[src/hdl/tsc_pkg.sv]
`timescale 1ns / 1ps
// ----------------------------------------------------------------------------
// Tilt sensor conditioner package
// Shared widths, register codes, reset values, state types, the lane
// request/response structs and the saturating sample arithmetic.
// ----------------------------------------------------------------------------
package tsc_pkg;

  // Sample and band widths.
  localparam int SampleBits  = 16;
  localparam int NumAxes     = 3;
  localparam int MaxBands    = 32;
  localparam int BandBits    = $clog2(MaxBands + 1);
  localparam int ProdBits    = SampleBits + BandBits;
  localparam int StepBits    = $clog2(SampleBits);
  localparam int CountBits   = 6;

  // Port widths.
  localparam int InDataBits  = NumAxes * SampleBits;
  localparam int OutDataBits = 2 * NumAxes * SampleBits;
  localparam int CfgAddrBits = 3;
  localparam int CfgDataBits = NumAxes * SampleBits;

  // Register reset values: 10 degree step limits, 60/60/90 degree spans.
  localparam logic [CfgDataBits-1:0] StepLimitsReset = 48'h0280_0280_0280;
  localparam logic [CfgDataBits-1:0] OutputSpanReset = 48'h1680_0F00_0F00;
  localparam logic [CountBits-1:0]   DivideCountReset = 6'd5;

  typedef logic signed [SampleBits-1:0] sample_t;

  localparam logic signed [SampleBits:0] WideMax = (SampleBits + 1)'((2 ** (SampleBits - 1)) - 1);
  localparam logic signed [SampleBits:0] WideMin = (SampleBits + 1)'(-(2 ** (SampleBits - 1)));
  localparam sample_t SampleMax = SampleBits'((2 ** (SampleBits - 1)) - 1);
  localparam sample_t SampleMin = SampleBits'(-(2 ** (SampleBits - 1)));

  // Configuration register indexes.
  typedef enum logic [CfgAddrBits-1:0] {
    CFG_AXIS_OFFSETS     = 3'd0,
    CFG_DEADZONES        = 3'd1,
    CFG_STEP_LIMITS      = 3'd2,
    CFG_FREEZE_THRESHOLD = 3'd3,
    CFG_FLIP_MASK        = 3'd4,
    CFG_MAX_INCLINE      = 3'd5,
    CFG_DIVIDE_COUNT     = 3'd6,
    CFG_OUTPUT_SPAN      = 3'd7
  } cfg_idx_e;

  // Top-level sequencer states.
  typedef enum logic [2:0] {
    ST_IDLE,
    ST_COND,
    ST_LIMIT,
    ST_START,
    ST_WAIT,
    ST_OUT
  } top_state_e;

  // Band lane states.
  typedef enum logic [2:0] {
    LN_IDLE,
    LN_PREP,
    LN_SEARCH,
    LN_SCALE,
    LN_DIVIDE,
    LN_DONE
  } lane_state_e;

  // Conditioning stage enables.
  typedef struct packed {
    logic stage1_en;
    logic stage2_en;
  } cond_ctrl_t;

  // Work handed to one band lane.
  typedef struct packed {
    logic                  start;
    sample_t               value;
    logic [SampleBits-1:0] incline;
    logic [SampleBits-1:0] span;
    logic [BandBits-1:0]   bands;
  } band_req_t;

  // Result returned by one band lane.
  typedef struct packed {
    logic    done;
    sample_t level;
  } band_rsp_t;

  // Clamp a one-bit-wider signed value to the sample range.
  function automatic sample_t sat_sample(input logic signed [SampleBits:0] v);
    sample_t r;
    if (v > WideMax) begin
      r = SampleMax;
    end else if (v < WideMin) begin
      r = SampleMin;
    end else begin
      r = v[SampleBits-1:0];
    end
    return r;
  endfunction

  // Saturating negation.
  function automatic sample_t neg_sat(input sample_t a);
    logic signed [SampleBits:0] w;
    w = -$signed({a[SampleBits-1], a});
    return sat_sample(w);
  endfunction

  // Saturating difference a - b.
  function automatic sample_t sub_sat(input sample_t a, input sample_t b);
    logic signed [SampleBits:0] w;
    w = $signed({a[SampleBits-1], a}) - $signed({b[SampleBits-1], b});
    return sat_sample(w);
  endfunction

  // Unsigned distance |a - b|; always fits in SampleBits unsigned bits.
  function automatic logic [SampleBits-1:0] abs_diff(input sample_t a, input sample_t b);
    logic signed [SampleBits:0] d;
    logic signed [SampleBits:0] n;
    d = $signed({a[SampleBits-1], a}) - $signed({b[SampleBits-1], b});
    n = -d;
    return d[SampleBits] ? n[SampleBits-1:0] : d[SampleBits-1:0];
  endfunction

endpackage

[src/hdl/tsc_cond.sv]
`timescale 1ns / 1ps
// ----------------------------------------------------------------------------
// Tilt sensor conditioner front end
// Two register stages: flip, offset and deadzone, then the step limit, the
// z freeze and the hold on a failed read. Keeps the previous raw sample.
// ----------------------------------------------------------------------------
module tsc_cond (
  input  logic                                clk_i,
  input  logic                                rst_ni,
  input  tsc_pkg::cond_ctrl_t                 ctrl_i,
  input  tsc_pkg::sample_t                    sample_i [tsc_pkg::NumAxes],
  input  logic                                read_ok_i,
  input  logic [tsc_pkg::CfgDataBits-1:0]     offsets_i,
  input  logic [tsc_pkg::CfgDataBits-1:0]     deadzones_i,
  input  logic [tsc_pkg::CfgDataBits-1:0]     step_limits_i,
  input  logic [tsc_pkg::SampleBits-1:0]      freeze_i,
  input  logic [tsc_pkg::NumAxes-1:0]         flip_i,
  output tsc_pkg::sample_t                    result_o [tsc_pkg::NumAxes]
);

  localparam int SB = tsc_pkg::SampleBits;
  localparam int NA = tsc_pkg::NumAxes;

  tsc_pkg::sample_t raw_q  [NA];
  tsc_pkg::sample_t cond_q [NA];
  tsc_pkg::sample_t prev_q [NA];
  tsc_pkg::sample_t res_q  [NA];
  logic             primed_q;

  tsc_pkg::sample_t flip_w  [NA];
  tsc_pkg::sample_t cond_w  [NA];
  tsc_pkg::sample_t lim_w   [NA];
  logic [SB-1:0]    move_w  [NA];
  logic             freeze_w;

  // Per-axis datapath for both stages.
  for (genvar a = 0; a < NA; a++) begin : g_axis
    tsc_pkg::sample_t off_w;
    tsc_pkg::sample_t sub_w;
    tsc_pkg::sample_t base_w;
    logic [SB-1:0]    dz_w;
    logic [SB-1:0]    dist_w;
    logic             over_w;

    // Stage 1: optional negation, offset removal and deadzone.
    assign off_w     = tsc_pkg::sample_t'(offsets_i[SB*a +: SB]);
    assign dz_w      = deadzones_i[SB*a +: SB];
    assign flip_w[a] = flip_i[a] ? tsc_pkg::neg_sat(sample_i[a]) : sample_i[a];
    assign sub_w     = tsc_pkg::sub_sat(flip_w[a], off_w);
    assign cond_w[a] = (tsc_pkg::abs_diff(sub_w, '0) < dz_w) ? '0 : sub_w;

    // Stage 2: until primed, the comparison base is the value itself.
    assign base_w    = primed_q ? prev_q[a] : cond_q[a];
    assign dist_w    = tsc_pkg::abs_diff(base_w, cond_q[a]);
    assign over_w    = dist_w > step_limits_i[SB*a +: SB];
    assign lim_w[a]  = over_w ? base_w : cond_q[a];
    assign move_w[a] = over_w ? '0 : dist_w;
  end

  // A large z change clears x and y.
  assign freeze_w = move_w[2] >= freeze_i;

  // Stage 1 registers.
  always_ff @(posedge clk_i) begin
    if (ctrl_i.stage1_en) begin
      for (int a = 0; a < NA; a++) begin
        raw_q[a]  <= flip_w[a];
        cond_q[a] <= cond_w[a];
      end
    end
  end

  // Stage 2 result; a failed read repeats the stored raw sample.
  always_ff @(posedge clk_i) begin
    if (ctrl_i.stage2_en) begin
      if (read_ok_i) begin
        res_q[0] <= freeze_w ? '0 : lim_w[0];
        res_q[1] <= freeze_w ? '0 : lim_w[1];
        res_q[2] <= lim_w[2];
      end else begin
        for (int a = 0; a < NA; a++) begin
          res_q[a] <= prev_q[a];
        end
      end
    end
  end

  // Previous raw sample and primed flag advance on good reads only.
  always_ff @(posedge clk_i or negedge rst_ni) begin
    if (!rst_ni) begin
      for (int a = 0; a < NA; a++) begin
        prev_q[a] <= '0;
      end
      primed_q <= 1'b0;
    end else if (ctrl_i.stage2_en && read_ok_i) begin
      for (int a = 0; a < NA; a++) begin
        prev_q[a] <= raw_q[a];
      end
      primed_q <= 1'b1;
    end
  end

  assign result_o = res_q;

endmodule

[src/hdl/tsc_band_lane.sv]
`timescale 1ns / 1ps
// ----------------------------------------------------------------------------
// Tilt sensor conditioner band lane
// Finds the incline band of one axis value and scales it to the output span.
// Band search and quotient search each resolve one bit per cycle.
// ----------------------------------------------------------------------------
module tsc_band_lane (
  input  logic                  clk_i,
  input  logic                  rst_ni,
  input  tsc_pkg::band_req_t    req_i,
  output tsc_pkg::band_rsp_t    rsp_o
);

  localparam int SB = tsc_pkg::SampleBits;
  localparam int BB = tsc_pkg::BandBits;
  localparam int PB = tsc_pkg::ProdBits;
  localparam int CB = tsc_pkg::StepBits;

  tsc_pkg::lane_state_e state_q, state_d;

  logic [CB-1:0] cnt_q;
  logic          neg_q;
  logic [SB-1:0] mag_q;
  logic [SB-1:0] incline_q;
  logic [SB-1:0] span_q;
  logic [BB-1:0] bands_q;
  logic [PB-1:0] target_q;
  logic [BB-1:0] band_q;
  logic [PB-1:0] scaled_q;
  logic [SB-1:0] quo_q;

  logic [SB-1:0] mag_in;
  logic [PB-1:0] target_prod;
  logic [BB-1:0] band_try;
  logic [PB-1:0] band_prod;
  logic [BB:0]   band_inc;
  logic [BB-1:0] band_idx;
  logic [PB-1:0] scale_prod;
  logic [SB-1:0] quo_try;
  logic [PB-1:0] quo_prod;
  logic [SB-1:0] level_mag;

  // Magnitude of the incoming value.
  assign mag_in = tsc_pkg::abs_diff(req_i.value, '0);

  // X = |v| * d, the threshold that band * incline must reach.
  assign target_prod = PB'(mag_q) * PB'(bands_q);

  // Largest band_q with band_q * incline below X; the band is one more.
  assign band_try  = band_q | (BB'(1) << cnt_q);
  assign band_prod = PB'(band_try) * PB'(incline_q);
  assign band_inc  = {1'b0, band_q} + (BB + 1)'(1);
  assign band_idx  = (band_inc > {1'b0, bands_q}) ? bands_q : band_inc[BB-1:0];

  // Quotient floor(band * span / d), built MSB first.
  assign scale_prod = PB'(band_idx) * PB'(span_q);
  assign quo_try    = quo_q | (SB'(1) << cnt_q);
  assign quo_prod   = PB'(quo_try) * PB'(bands_q);

  // Next state.
  always_comb begin
    state_d = state_q;
    case (state_q)
      tsc_pkg::LN_IDLE,
      tsc_pkg::LN_DONE: begin
        if (req_i.start) state_d = tsc_pkg::LN_PREP;
      end
      tsc_pkg::LN_PREP: begin
        state_d = tsc_pkg::LN_SEARCH;
      end
      tsc_pkg::LN_SEARCH: begin
        if (cnt_q == '0) state_d = tsc_pkg::LN_SCALE;
      end
      tsc_pkg::LN_SCALE: begin
        state_d = tsc_pkg::LN_DIVIDE;
      end
      tsc_pkg::LN_DIVIDE: begin
        if (cnt_q == '0) state_d = tsc_pkg::LN_DONE;
      end
      default: begin
        state_d = tsc_pkg::LN_IDLE;
      end
    endcase
  end

  always_ff @(posedge clk_i or negedge rst_ni) begin
    if (!rst_ni) begin
      state_q <= tsc_pkg::LN_IDLE;
    end else begin
      state_q <= state_d;
    end
  end

  // Datapath registers.
  always_ff @(posedge clk_i) begin
    case (state_q)
      tsc_pkg::LN_IDLE,
      tsc_pkg::LN_DONE: begin
        if (req_i.start) begin
          neg_q     <= req_i.value[SB-1];
          mag_q     <= mag_in;
          incline_q <= req_i.incline;
          span_q    <= req_i.span;
          bands_q   <= req_i.bands;
        end
      end
      tsc_pkg::LN_PREP: begin
        target_q <= target_prod;
        band_q   <= '0;
        cnt_q    <= CB'(BB - 1);
      end
      tsc_pkg::LN_SEARCH: begin
        if (band_prod < target_q) band_q <= band_try;
        cnt_q <= cnt_q - CB'(1);
      end
      tsc_pkg::LN_SCALE: begin
        scaled_q <= scale_prod;
        quo_q    <= '0;
        cnt_q    <= CB'(SB - 1);
      end
      tsc_pkg::LN_DIVIDE: begin
        if (quo_prod <= scaled_q) quo_q <= quo_try;
        cnt_q <= cnt_q - CB'(1);
      end
      default: begin
      end
    endcase
  end

  // Outputs: saturated, signed band level once finished.
  assign level_mag = (quo_q > SB'(tsc_pkg::SampleMax)) ? SB'(tsc_pkg::SampleMax) : quo_q;

  always_comb begin
    rsp_o.done  = (state_q == tsc_pkg::LN_DONE);
    rsp_o.level = '0;
    if (mag_q != '0) begin
      rsp_o.level = neg_q ? -tsc_pkg::sample_t'(level_mag) : tsc_pkg::sample_t'(level_mag);
    end
  end

endmodule

[src/hdl/tilt_sensor_conditioner_top.sv]
`timescale 1ns / 1ps
// ----------------------------------------------------------------------------
// Tilt sensor conditioner top level
// Conditions three-axis tilt samples and derives a band level per axis.
// ----------------------------------------------------------------------------
// Each input beat carries x, y and z in 1/64 degree and a read-ok flag; each
// produces one output beat with the conditioned angles, three band levels and
// the held / levels-valid flags. One sample is in flight at a time and passes
// through two conditioning stages, then three band lanes that run in parallel,
// each running its band search and then its quotient search. A finished
// result waits in the output register while the next sample is already
// accepted. Configuration must be written through the plain write port only
// while no sample is in flight; the block itself does not enforce this.
// ----------------------------------------------------------------------------
module tilt_sensor_conditioner_top (
  input  logic                                clk_i,
  input  logic                                rst_ni,
  // Input stream
  input  logic                                s_axis_tvalid,
  output logic                                s_axis_tready,
  input  logic [tsc_pkg::InDataBits-1:0]      s_axis_tdata,  // raw_x, raw_y, raw_z
  input  logic [0:0]                          s_axis_tuser,  // read_ok
  // Output stream
  output logic                                m_axis_tvalid,
  input  logic                                m_axis_tready,
  output logic [tsc_pkg::OutDataBits-1:0]     m_axis_tdata,  // out_x, out_y, out_z,
                                                             // level_x, level_y, level_z
  output logic [1:0]                          m_axis_tuser,  // held, levels_valid
  // Configuration writes
  input  logic                                cfg_we_i,
  input  logic [tsc_pkg::CfgAddrBits-1:0]     cfg_addr_i,
  input  logic [tsc_pkg::CfgDataBits-1:0]     cfg_wdata_i
);

  localparam int SB = tsc_pkg::SampleBits;
  localparam int NA = tsc_pkg::NumAxes;
  localparam int BB = tsc_pkg::BandBits;
  localparam int CW = tsc_pkg::CountBits;

  // Configuration registers.
  logic [tsc_pkg::CfgDataBits-1:0] offsets_q;
  logic [tsc_pkg::CfgDataBits-1:0] deadzones_q;
  logic [tsc_pkg::CfgDataBits-1:0] step_limits_q;
  logic [SB-1:0]                   freeze_q;
  logic [NA-1:0]                   flip_q;
  logic [tsc_pkg::CfgDataBits-1:0] incline_q;
  logic [CW-1:0]                   divide_q;
  logic [tsc_pkg::CfgDataBits-1:0] span_q;

  tsc_pkg::top_state_e state_q, state_d;

  tsc_pkg::sample_t    in_q [NA];
  logic                read_ok_q;
  tsc_pkg::cond_ctrl_t cond_ctrl;
  tsc_pkg::sample_t    result [NA];
  tsc_pkg::band_req_t  lane_req [NA];
  tsc_pkg::band_rsp_t  lane_rsp [NA];
  logic                lane_start;
  logic                lanes_done;
  logic [BB-1:0]       bands_eff;
  logic                levels_valid;
  logic                in_take;
  logic                out_load;

  logic                            m_valid_q;
  logic [tsc_pkg::OutDataBits-1:0] m_data_q;
  logic [1:0]                      m_user_q;

  // Configuration write port.
  always_ff @(posedge clk_i or negedge rst_ni) begin
    if (!rst_ni) begin
      offsets_q     <= '0;
      deadzones_q   <= '0;
      step_limits_q <= tsc_pkg::StepLimitsReset;
      freeze_q      <= '0;
      flip_q        <= '0;
      incline_q     <= '0;
      divide_q      <= tsc_pkg::DivideCountReset;
      span_q        <= tsc_pkg::OutputSpanReset;
    end else if (cfg_we_i) begin
      case (tsc_pkg::cfg_idx_e'(cfg_addr_i))
        tsc_pkg::CFG_AXIS_OFFSETS:     offsets_q     <= cfg_wdata_i;
        tsc_pkg::CFG_DEADZONES:        deadzones_q   <= cfg_wdata_i;
        tsc_pkg::CFG_STEP_LIMITS:      step_limits_q <= cfg_wdata_i;
        tsc_pkg::CFG_FREEZE_THRESHOLD: freeze_q      <= cfg_wdata_i[SB-1:0];
        tsc_pkg::CFG_FLIP_MASK:        flip_q        <= cfg_wdata_i[NA-1:0];
        tsc_pkg::CFG_MAX_INCLINE:      incline_q     <= cfg_wdata_i;
        tsc_pkg::CFG_DIVIDE_COUNT:     divide_q      <= cfg_wdata_i[CW-1:0];
        tsc_pkg::CFG_OUTPUT_SPAN:      span_q        <= cfg_wdata_i;
        default: begin
        end
      endcase
    end
  end

  // Band count clamped to 1..MaxBands; quantizer off when no incline is set.
  always_comb begin
    if (divide_q == '0) begin
      bands_eff = BB'(1);
    end else if (divide_q > CW'(tsc_pkg::MaxBands)) begin
      bands_eff = BB'(tsc_pkg::MaxBands);
    end else begin
      bands_eff = BB'(divide_q);
    end
  end

  assign levels_valid = |incline_q;

  // Sequencer next state.
  always_comb begin
    state_d = state_q;
    case (state_q)
      tsc_pkg::ST_IDLE:  if (s_axis_tvalid) state_d = tsc_pkg::ST_COND;
      tsc_pkg::ST_COND:  state_d = tsc_pkg::ST_LIMIT;
      tsc_pkg::ST_LIMIT: state_d = tsc_pkg::ST_START;
      tsc_pkg::ST_START: state_d = tsc_pkg::ST_WAIT;
      tsc_pkg::ST_WAIT:  if (lanes_done) state_d = tsc_pkg::ST_OUT;
      tsc_pkg::ST_OUT:   if (!m_valid_q || m_axis_tready) state_d = tsc_pkg::ST_IDLE;
      default:           state_d = tsc_pkg::ST_IDLE;
    endcase
  end

  // Sequencer outputs.
  always_comb begin
    s_axis_tready       = 1'b0;
    cond_ctrl.stage1_en = 1'b0;
    cond_ctrl.stage2_en = 1'b0;
    lane_start          = 1'b0;
    out_load            = 1'b0;
    case (state_q)
      tsc_pkg::ST_IDLE:  s_axis_tready = 1'b1;
      tsc_pkg::ST_COND:  cond_ctrl.stage1_en = 1'b1;
      tsc_pkg::ST_LIMIT: cond_ctrl.stage2_en = 1'b1;
      tsc_pkg::ST_START: lane_start = 1'b1;
      tsc_pkg::ST_OUT:   out_load = !m_valid_q || m_axis_tready;
      default: begin
      end
    endcase
  end

  always_ff @(posedge clk_i or negedge rst_ni) begin
    if (!rst_ni) begin
      state_q <= tsc_pkg::ST_IDLE;
    end else begin
      state_q <= state_d;
    end
  end

  // Input beat capture.
  assign in_take = s_axis_tvalid && s_axis_tready;

  always_ff @(posedge clk_i) begin
    if (in_take) begin
      for (int a = 0; a < NA; a++) begin
        in_q[a] <= tsc_pkg::sample_t'(s_axis_tdata[SB*a +: SB]);
      end
      read_ok_q <= s_axis_tuser[0];
    end
  end

  // Conditioning front end.
  tsc_cond u_cond (
    .clk_i         (clk_i),
    .rst_ni        (rst_ni),
    .ctrl_i        (cond_ctrl),
    .sample_i      (in_q),
    .read_ok_i     (read_ok_q),
    .offsets_i     (offsets_q),
    .deadzones_i   (deadzones_q),
    .step_limits_i (step_limits_q),
    .freeze_i      (freeze_q),
    .flip_i        (flip_q),
    .result_o      (result)
  );

  // One band lane per axis.
  for (genvar a = 0; a < NA; a++) begin : g_lane
    assign lane_req[a].start   = lane_start;
    assign lane_req[a].value   = result[a];
    assign lane_req[a].incline = incline_q[SB*a +: SB];
    assign lane_req[a].span    = span_q[SB*a +: SB];
    assign lane_req[a].bands   = bands_eff;

    tsc_band_lane u_lane (
      .clk_i  (clk_i),
      .rst_ni (rst_ni),
      .req_i  (lane_req[a]),
      .rsp_o  (lane_rsp[a])
    );
  end

  // Merge: all lanes start together and finish together.
  assign lanes_done = lane_rsp[0].done && lane_rsp[1].done && lane_rsp[2].done;

  // Output register.
  always_ff @(posedge clk_i or negedge rst_ni) begin
    if (!rst_ni) begin
      m_valid_q <= 1'b0;
    end else if (out_load) begin
      m_valid_q <= 1'b1;
    end else if (m_axis_tready) begin
      m_valid_q <= 1'b0;
    end
  end

  always_ff @(posedge clk_i) begin
    if (out_load) begin
      m_data_q <= {levels_valid ? lane_rsp[2].level : tsc_pkg::sample_t'('0),
                   levels_valid ? lane_rsp[1].level : tsc_pkg::sample_t'('0),
                   levels_valid ? lane_rsp[0].level : tsc_pkg::sample_t'('0),
                   result[2], result[1], result[0]};
      m_user_q <= {levels_valid, !read_ok_q};
    end
  end

  assign m_axis_tvalid = m_valid_q;
  assign m_axis_tdata  = m_data_q;
  assign m_axis_tuser  = m_user_q;

endmodule
[config.mk]
export PLATFORM = sky130hd
export DESIGN_NAME = tilt_sensor_conditioner_top
export DESIGN_NICKNAME = d
export VERILOG_FILES = /design/src/hdl/tsc_pkg.sv /design/src/hdl/tsc_cond.sv /design/src/hdl/tsc_band_lane.sv /design/src/hdl/tilt_sensor_conditioner_top.sv
export SDC_FILE = /design/constraint.sdc
export NUM_CORES = 2
export LEC_CHECK = 0
export BUFFER_PORTS_ARGS = -buffer_cell sky130_fd_sc_hd__buf_4
export CORE_MARGIN = 10
export CORE_UTILIZATION = 55
export DETAILED_ROUTE_END_ITERATION = 8
export PLACE_DENSITY = 0.71
export SLEW_MARGIN = 25
export SYNTH_ARGS = -nofsm -noshare
export SYNTH_HDL_FRONTEND = slang
export SYNTH_SLANG_ARGS = --single-unit
[constraint.sdc]
create_clock -name clk_i -period 9.2 [get_ports clk_i]
set_input_delay 0.46 -clock clk_i [delete_from_list [all_inputs] [get_ports clk_i]]
set_output_delay 0.46 -clock clk_i [all_outputs]
set_load 0.05 [all_outputs]
# Word-level counts from Yosys, hierarchy flattened
# Memory sizes are Yosys's and may differ from the RTL's. A register that Yosys moved wholly into a read port is not among the register bits.
# Cells that the tools add are included.
op_classes:
  bitwise_logic: 6
  add_sub_neg: 27
  n_lt_le_gt_ge: 32
  reduce_logical: 63
  mux: 86
  n_shift: 6
  n_div: 0
  mul: 12
  eq_ne: 45
ops:
  columns: ["op", "n"]
  rows:
  - ["two-way mux 16 bit", 42]
  - ["negator 16 bit", 12]
  - ["multiplier 16 x 6 -> 22 bit", 6]
  - ["multiplier 6 x 16 -> 22 bit", 6]
  - ["greater-than comparator 17 x 16 -> 1 bit, second input constant", 6]
  - ["< comparator 17 x 16 -> 1 bit, second input constant", 6]
  - ["subtractor 16 x 16 -> 17 bit", 6]
  - ["one-hot mux 16 bit (2 select lines)", 3]
  - ["<= comparator 22 bit", 3]
  - ["< comparator 22 bit", 3]
  - ["negator 16 -> 17 bit", 3]
  - ["greater-than comparator 16 x 15 -> 1 bit, second input constant", 3]
  - ["greater-than comparator 16 bit", 3]
  - ["< comparator 16 bit", 3]
  - ["two-way mux 48 bit", 1]
  - ["two-way mux 6 bit", 8]
  - ["OR 16 bit", 3]
  - ["nonzero test 16 bit", 3]
  - ["OR reduction 48 bit", 1]
  - ["left shift 1 x 4 -> 16 bit, first input constant", 3]
  - ["two-way mux 15 bit", 3]
  - ["one-hot mux 3 bit (5 select lines)", 3]
  - ["AND reduction 2 bit", 20]
  - ["== test 3 bit, second input constant", 12]
  - ["other kinds (26)", 115]
totals:
  wordCells: 338
  rom_bits: 0
  n_memories: 2
  input_bits: 105
  latch_bits: 0
  ff_bits: 849
  mem_bits_rw: 96
mem_list:
  columns: ["memory", "words", "word_bits", "read_ports", "rd_ports_with_merged_regs", "write_ports", "line", "source"]
  rows:
  - ["u_cond.cond_q", 3, 16, 3, 0, 3, "tsc_cond.sv:25", "tsc_pkg::sample_t cond_q [NA];"]
  - ["u_cond.raw_q", 3, 16, 3, 3, 3, "tsc_cond.sv:24", "tsc_pkg::sample_t raw_q [NA];"]

# Depth between registers and ports, before layout
logic_depth:
  ltp_word: 13
  depth_mapped: 41

# Hierarchy
# From an unflattened synthesis, not the netlist that was laid out.
unflattened:
  hier_cells: 9315
  hier_area_um2: 90411.7
by_module_without_submodules:
  columns: ["mod", "cells_each", "seq_area_each_um2", "n_inst", "area_each_um2"]
  rows:
  - ["tsc_cond", 2528, 5550.3, 1, 20722.4]
  - ["tsc_band_lane (g_lane[1].u_lane)", 2065, 3828.7, 1, 18896.9]
  - ["tsc_band_lane (g_lane[0].u_lane)", 1937, 3828.7, 1, 17863.4]
  - ["tsc_band_lane (g_lane[2].u_lane)", 1907, 3828.7, 1, 17683.2]
  - ["tilt_sensor_conditioner_top", 878, 11170.7, 1, 15245.9]

# Worst setup path before layout
# Ideal clock, no wire load.
synth_path:
  kind: "register to register"
  from: "register state_q[0]"
  to: "register state_q[1]"
  stages_incl_launch_ff: 4
  slack_ns: 0.852
  arrival_time_ns: 8.241
  period_less_slack_ns: 8.348
  path_cell_list: "dfrtp_1 > clkbuf_1 > nor3b_1 > or2_2"
synth_between:
  elab_chain_cells: 3
  word_cells_on_any_way: 11
synth_rtl:
  columns: ["element", "line", "source"]
  rows:
  - ["from (decl)", "tilt_sensor_conditioner_top.sv:50", "tsc_pkg::top_state_e state_q, state_d;"]
  - ["from (signal assigned)", "tilt_sensor_conditioner_top.sv:143", "state_q <= tsc_pkg::ST_IDLE;"]
  - ["from (signal assigned)", "tilt_sensor_conditioner_top.sv:145", "state_q <= state_d;"]
  - ["== test 3 bit / logical NOT 3 bit (equally long branches)", "tilt_sensor_conditioner_top.sv:112", "case (state_q)"]
  - ["!= test 2 bit (no line)", null, null]
  - ["AND reduction 3 bit (no line)", null, null]
# Parallel ways exist; a longest one is shown, timed or not.
# A chain may end at the register's enable or synchronous reset.

==> flow_metrics.tcl <==
set metrics [dict create \
    rows 145 \
    synth_edf_count 666 \
    drt-initial-drc-count 5384 \
    die_x_um 417 \
    cp-end-kind "flop" \
    syn_inst 9031 \
    required_ns 9.68 \
    finalHoldViolations 0 \
    gp_congestion 0.934 \
    clk_path_buf_depth 3 \
    period_needed_ns 8.68 \
    pin_count 205 \
    worstSetupPathType "flop to flop" \
    grt_max_degree 95 \
    grt-ovfl-total 0 \
    max_slew_margin_pct 31.7 \
    muxShareOfSynthArea_pct 2.75 \
    fmax_mhz 115 \
    cp.arrival_ns 9.16 \
    skew_ns 0.0670 \
    grt_pass1_wl_um 357000 \
    met3_usage_pct 3.38 \
    netlist.area_leader.share_pct 23.1 \
    postSynth.asyncResetShare_pct 32.9 \
    drtAntennaViolNets 0 \
    core_um2 156000 \
    clock_latency_ns 0.76 \
    portBuffers 204 \
    critPathSlowestCell "or4_1" \
    fin_crit_sh_pct 94.3 \
    layout.nets 10774 \
    cap_violations 0 \
    synth_area_um2 86500 \
    synth_most_common_cell "nand2_1" \
    drive_gt1_share_pct 8.72 \
    fin_area_um2 94900 \
    setup_slack_ns 0.524 \
    via_per_inst 5.74 \
    routed_wl_um 223000 \
    track_usage_pct 25.5 \
    outcome "finished, final reports clean" \
    slowest_delay_ns 0.65 \
    syn_area_per_cell_um2 9.58 \
    synth_area_leaders "edfxtp_1, fa_1, ha_1" \
    worstMarginPinSlew_ns 1.02 \
    synth_compound_area_share_pct 11.1 \
    synthFlopType "edfxtp_1" \
    synth_top_family_by_area "adder cells" \
    clock-sinks 993 \
    final_util_pct 60.7 \
    die_height_um 417 \
    synth_fa_ha_area_share_pct 27.0 \
    final_max_slew_viol_count 0 \
    tritoncts "yes" \
    dr.pass1.iters 6 \
    post-route-drc-count 0 \
    cts_made_buffers 112 \
    synthTopCellsByCount "nand2_1, inv_1, ha_1, fa_1, edfxtp_1" \
    placed_cell_area_um2 90300 \
    hold_path_class "input port to flop" \
    finalSetupTns_ns 0 \
    dpl.hpwl_um 173000 \
    cts-root-buf "clkbuf_16" \
    crit_top_cell "a21oi_1" \
    yosys_warnings 0 \
    synth_cell_types 104 \
    detailedPlace.worstSlack_ns 0.358 \
    grt.busiest_layer "met2" \
    synth-simple-area-share_pct 16.1 \
    area_growth_pct 9.66 \
    finalSetupViolations 0 \
    use_met2_pct 41.8 \
    wl_per_cell_um 19.5 \
    antenna_found_initial 17 \
    num_vias 65421 \
    use_met1_pct 34.5 \
    yosysSeqAreaShare_pct 32.6 \
    synth_top_cell_by_area "edfxtp_1" \
    initial_utilization_pct 55.4 \
    worst_setup_path_start_kind "flop" \
    syn_nets 10577 \
    h-tree-depth 3 \
    die-area_um2 174000 \
    path_clk_slew_ns 0.06 \
    synth-xor-area-share_pct 3.99 \
    grt_pass1_vias 65692 \
    path_max_fanout 19 \
    synth_seq_cells 993 \
]
-- logic make-up (layout without fill, tap and decap cells) --
family | after synthesis | in the layout
AOI/OAI and AO/OA | 1501 | 1501
xor gates and xnor gates | 392 | 392
adders and majority gates | 1455 | 1455
buffers and inverters | 1476 | 1773
DFF | 993 | 993
muxes | 214 | 214
other | 0 | 11
and+or+nand+nor | 3000 | 3000
-- critical path: cells and delay by family (launching register included) --
kind / cells / cell delay (ns)
and+or+nand+nor: 12 / 3.21
DFF: 1 / 0.47
AOI/OAI and AO/OA: 17 / 3.45
adders and majority gates: 3 / 1.02
buffers and inverters: 1 / 0.20
-- final timing paths --
kind / start / to / slack (ns) / cells past startpoint
max: in_q[34] / u_cond.cond_q[0][14] / 0.52 / 33
min: cfg_wdata_i[35] / deadzones_q[35] / 0.05 / 3
max reg2reg: in_q[34] / u_cond.cond_q[0][14] / 0.52 / 33
min reg2reg: span_q[37] / g_lane[2].u_lane.span_q[5] / 0.43 / 0
max in group asynchronous: rst_ni / g_lane[0].u_lane.state_q[2] / 6.68 / 4
min in group asynchronous: rst_ni / offsets_q[26] / 0.25 / 2
-- cell type report --
class	count	area, µm²
Clock inverter	71	716
Fill cell	12981	61300
Clock buffer	143	3160
Sequential cell	993	28200
Multi-Input combinational cell	6562	52900
Timing Repair Buffer	350	2780
Inverter	1209	4540
Tap cell	2058	2570
Antenna cell	11	27.5
-- per-stage QoR --
stage	hold WS (ns)	instances
final	0.0516	11397
after detailed placement	0.427	11113
after global routing	0.0248	11395
after CTS	0.000829	11382
after floorplan	0.164	9031
after global placement	0.424	11113
-- routing by layer --
layer,part of all wire (%),vias up
li1,-,30743
met1,44,32342
met2,46,1939
met3,5.8,397
met4,4.1,0
met5,0,-
-- cells in the final DEF, fill, tap and decap left out, types with 50 or more instances in the layout --
cell,instances
clkbuf_16,118
nor2_1,546
a31oi_1,62
and3_1,50
mux2_2,186
o21ai_0,445
a21o_1,176
xor2_1,102
o21a_1,66
nand2b_1,92
dfrtp_1,306
a21oi_1,327
nor4_1,59
edfxtp_1,666
nand3_1,93
inv_1,1209
nand4_1,58
dlygate4sd3_1,55
ha_1,751
and2_1,197
xnor2_1,288
buf_4,292
nor2b_1,217
nor3_1,149
nand2_1,1350
fa_1,690
-- registers in the layout, summed over array words and instances (netlist names), 16 cells and up --
name and cells:
deadzones_q 48, freeze_q 16, g_lane.u_lane.band_q 18, g_lane.u_lane.bands_q 18
g_lane.u_lane.incline_q 48, g_lane.u_lane.mag_q 48, g_lane.u_lane.quo_q 48, g_lane.u_lane.scaled_q 66
g_lane.u_lane.span_q 48, g_lane.u_lane.target_q 66, in_q 48, incline_q 48
m_axis_tdata 96, offsets_q 48, span_q 48, step_limits_q 48
u_cond.cond_q 48, u_cond.prev_q 48, u_cond.raw_q 48, u_cond.result_o 48
-- what timing repair did --
action | in CTS | in global routing
buffers inserted | 0 | 3
endpoints found under the hold margin | 113 | 0
hold buffers | 55 | 0
setup endpoints to repair | 0 | 48
gates resized for setup | 0 | 4
Power is not shown: default switching activity piles up to over one toggle a cycle in this logic, so the estimate is an artifact.
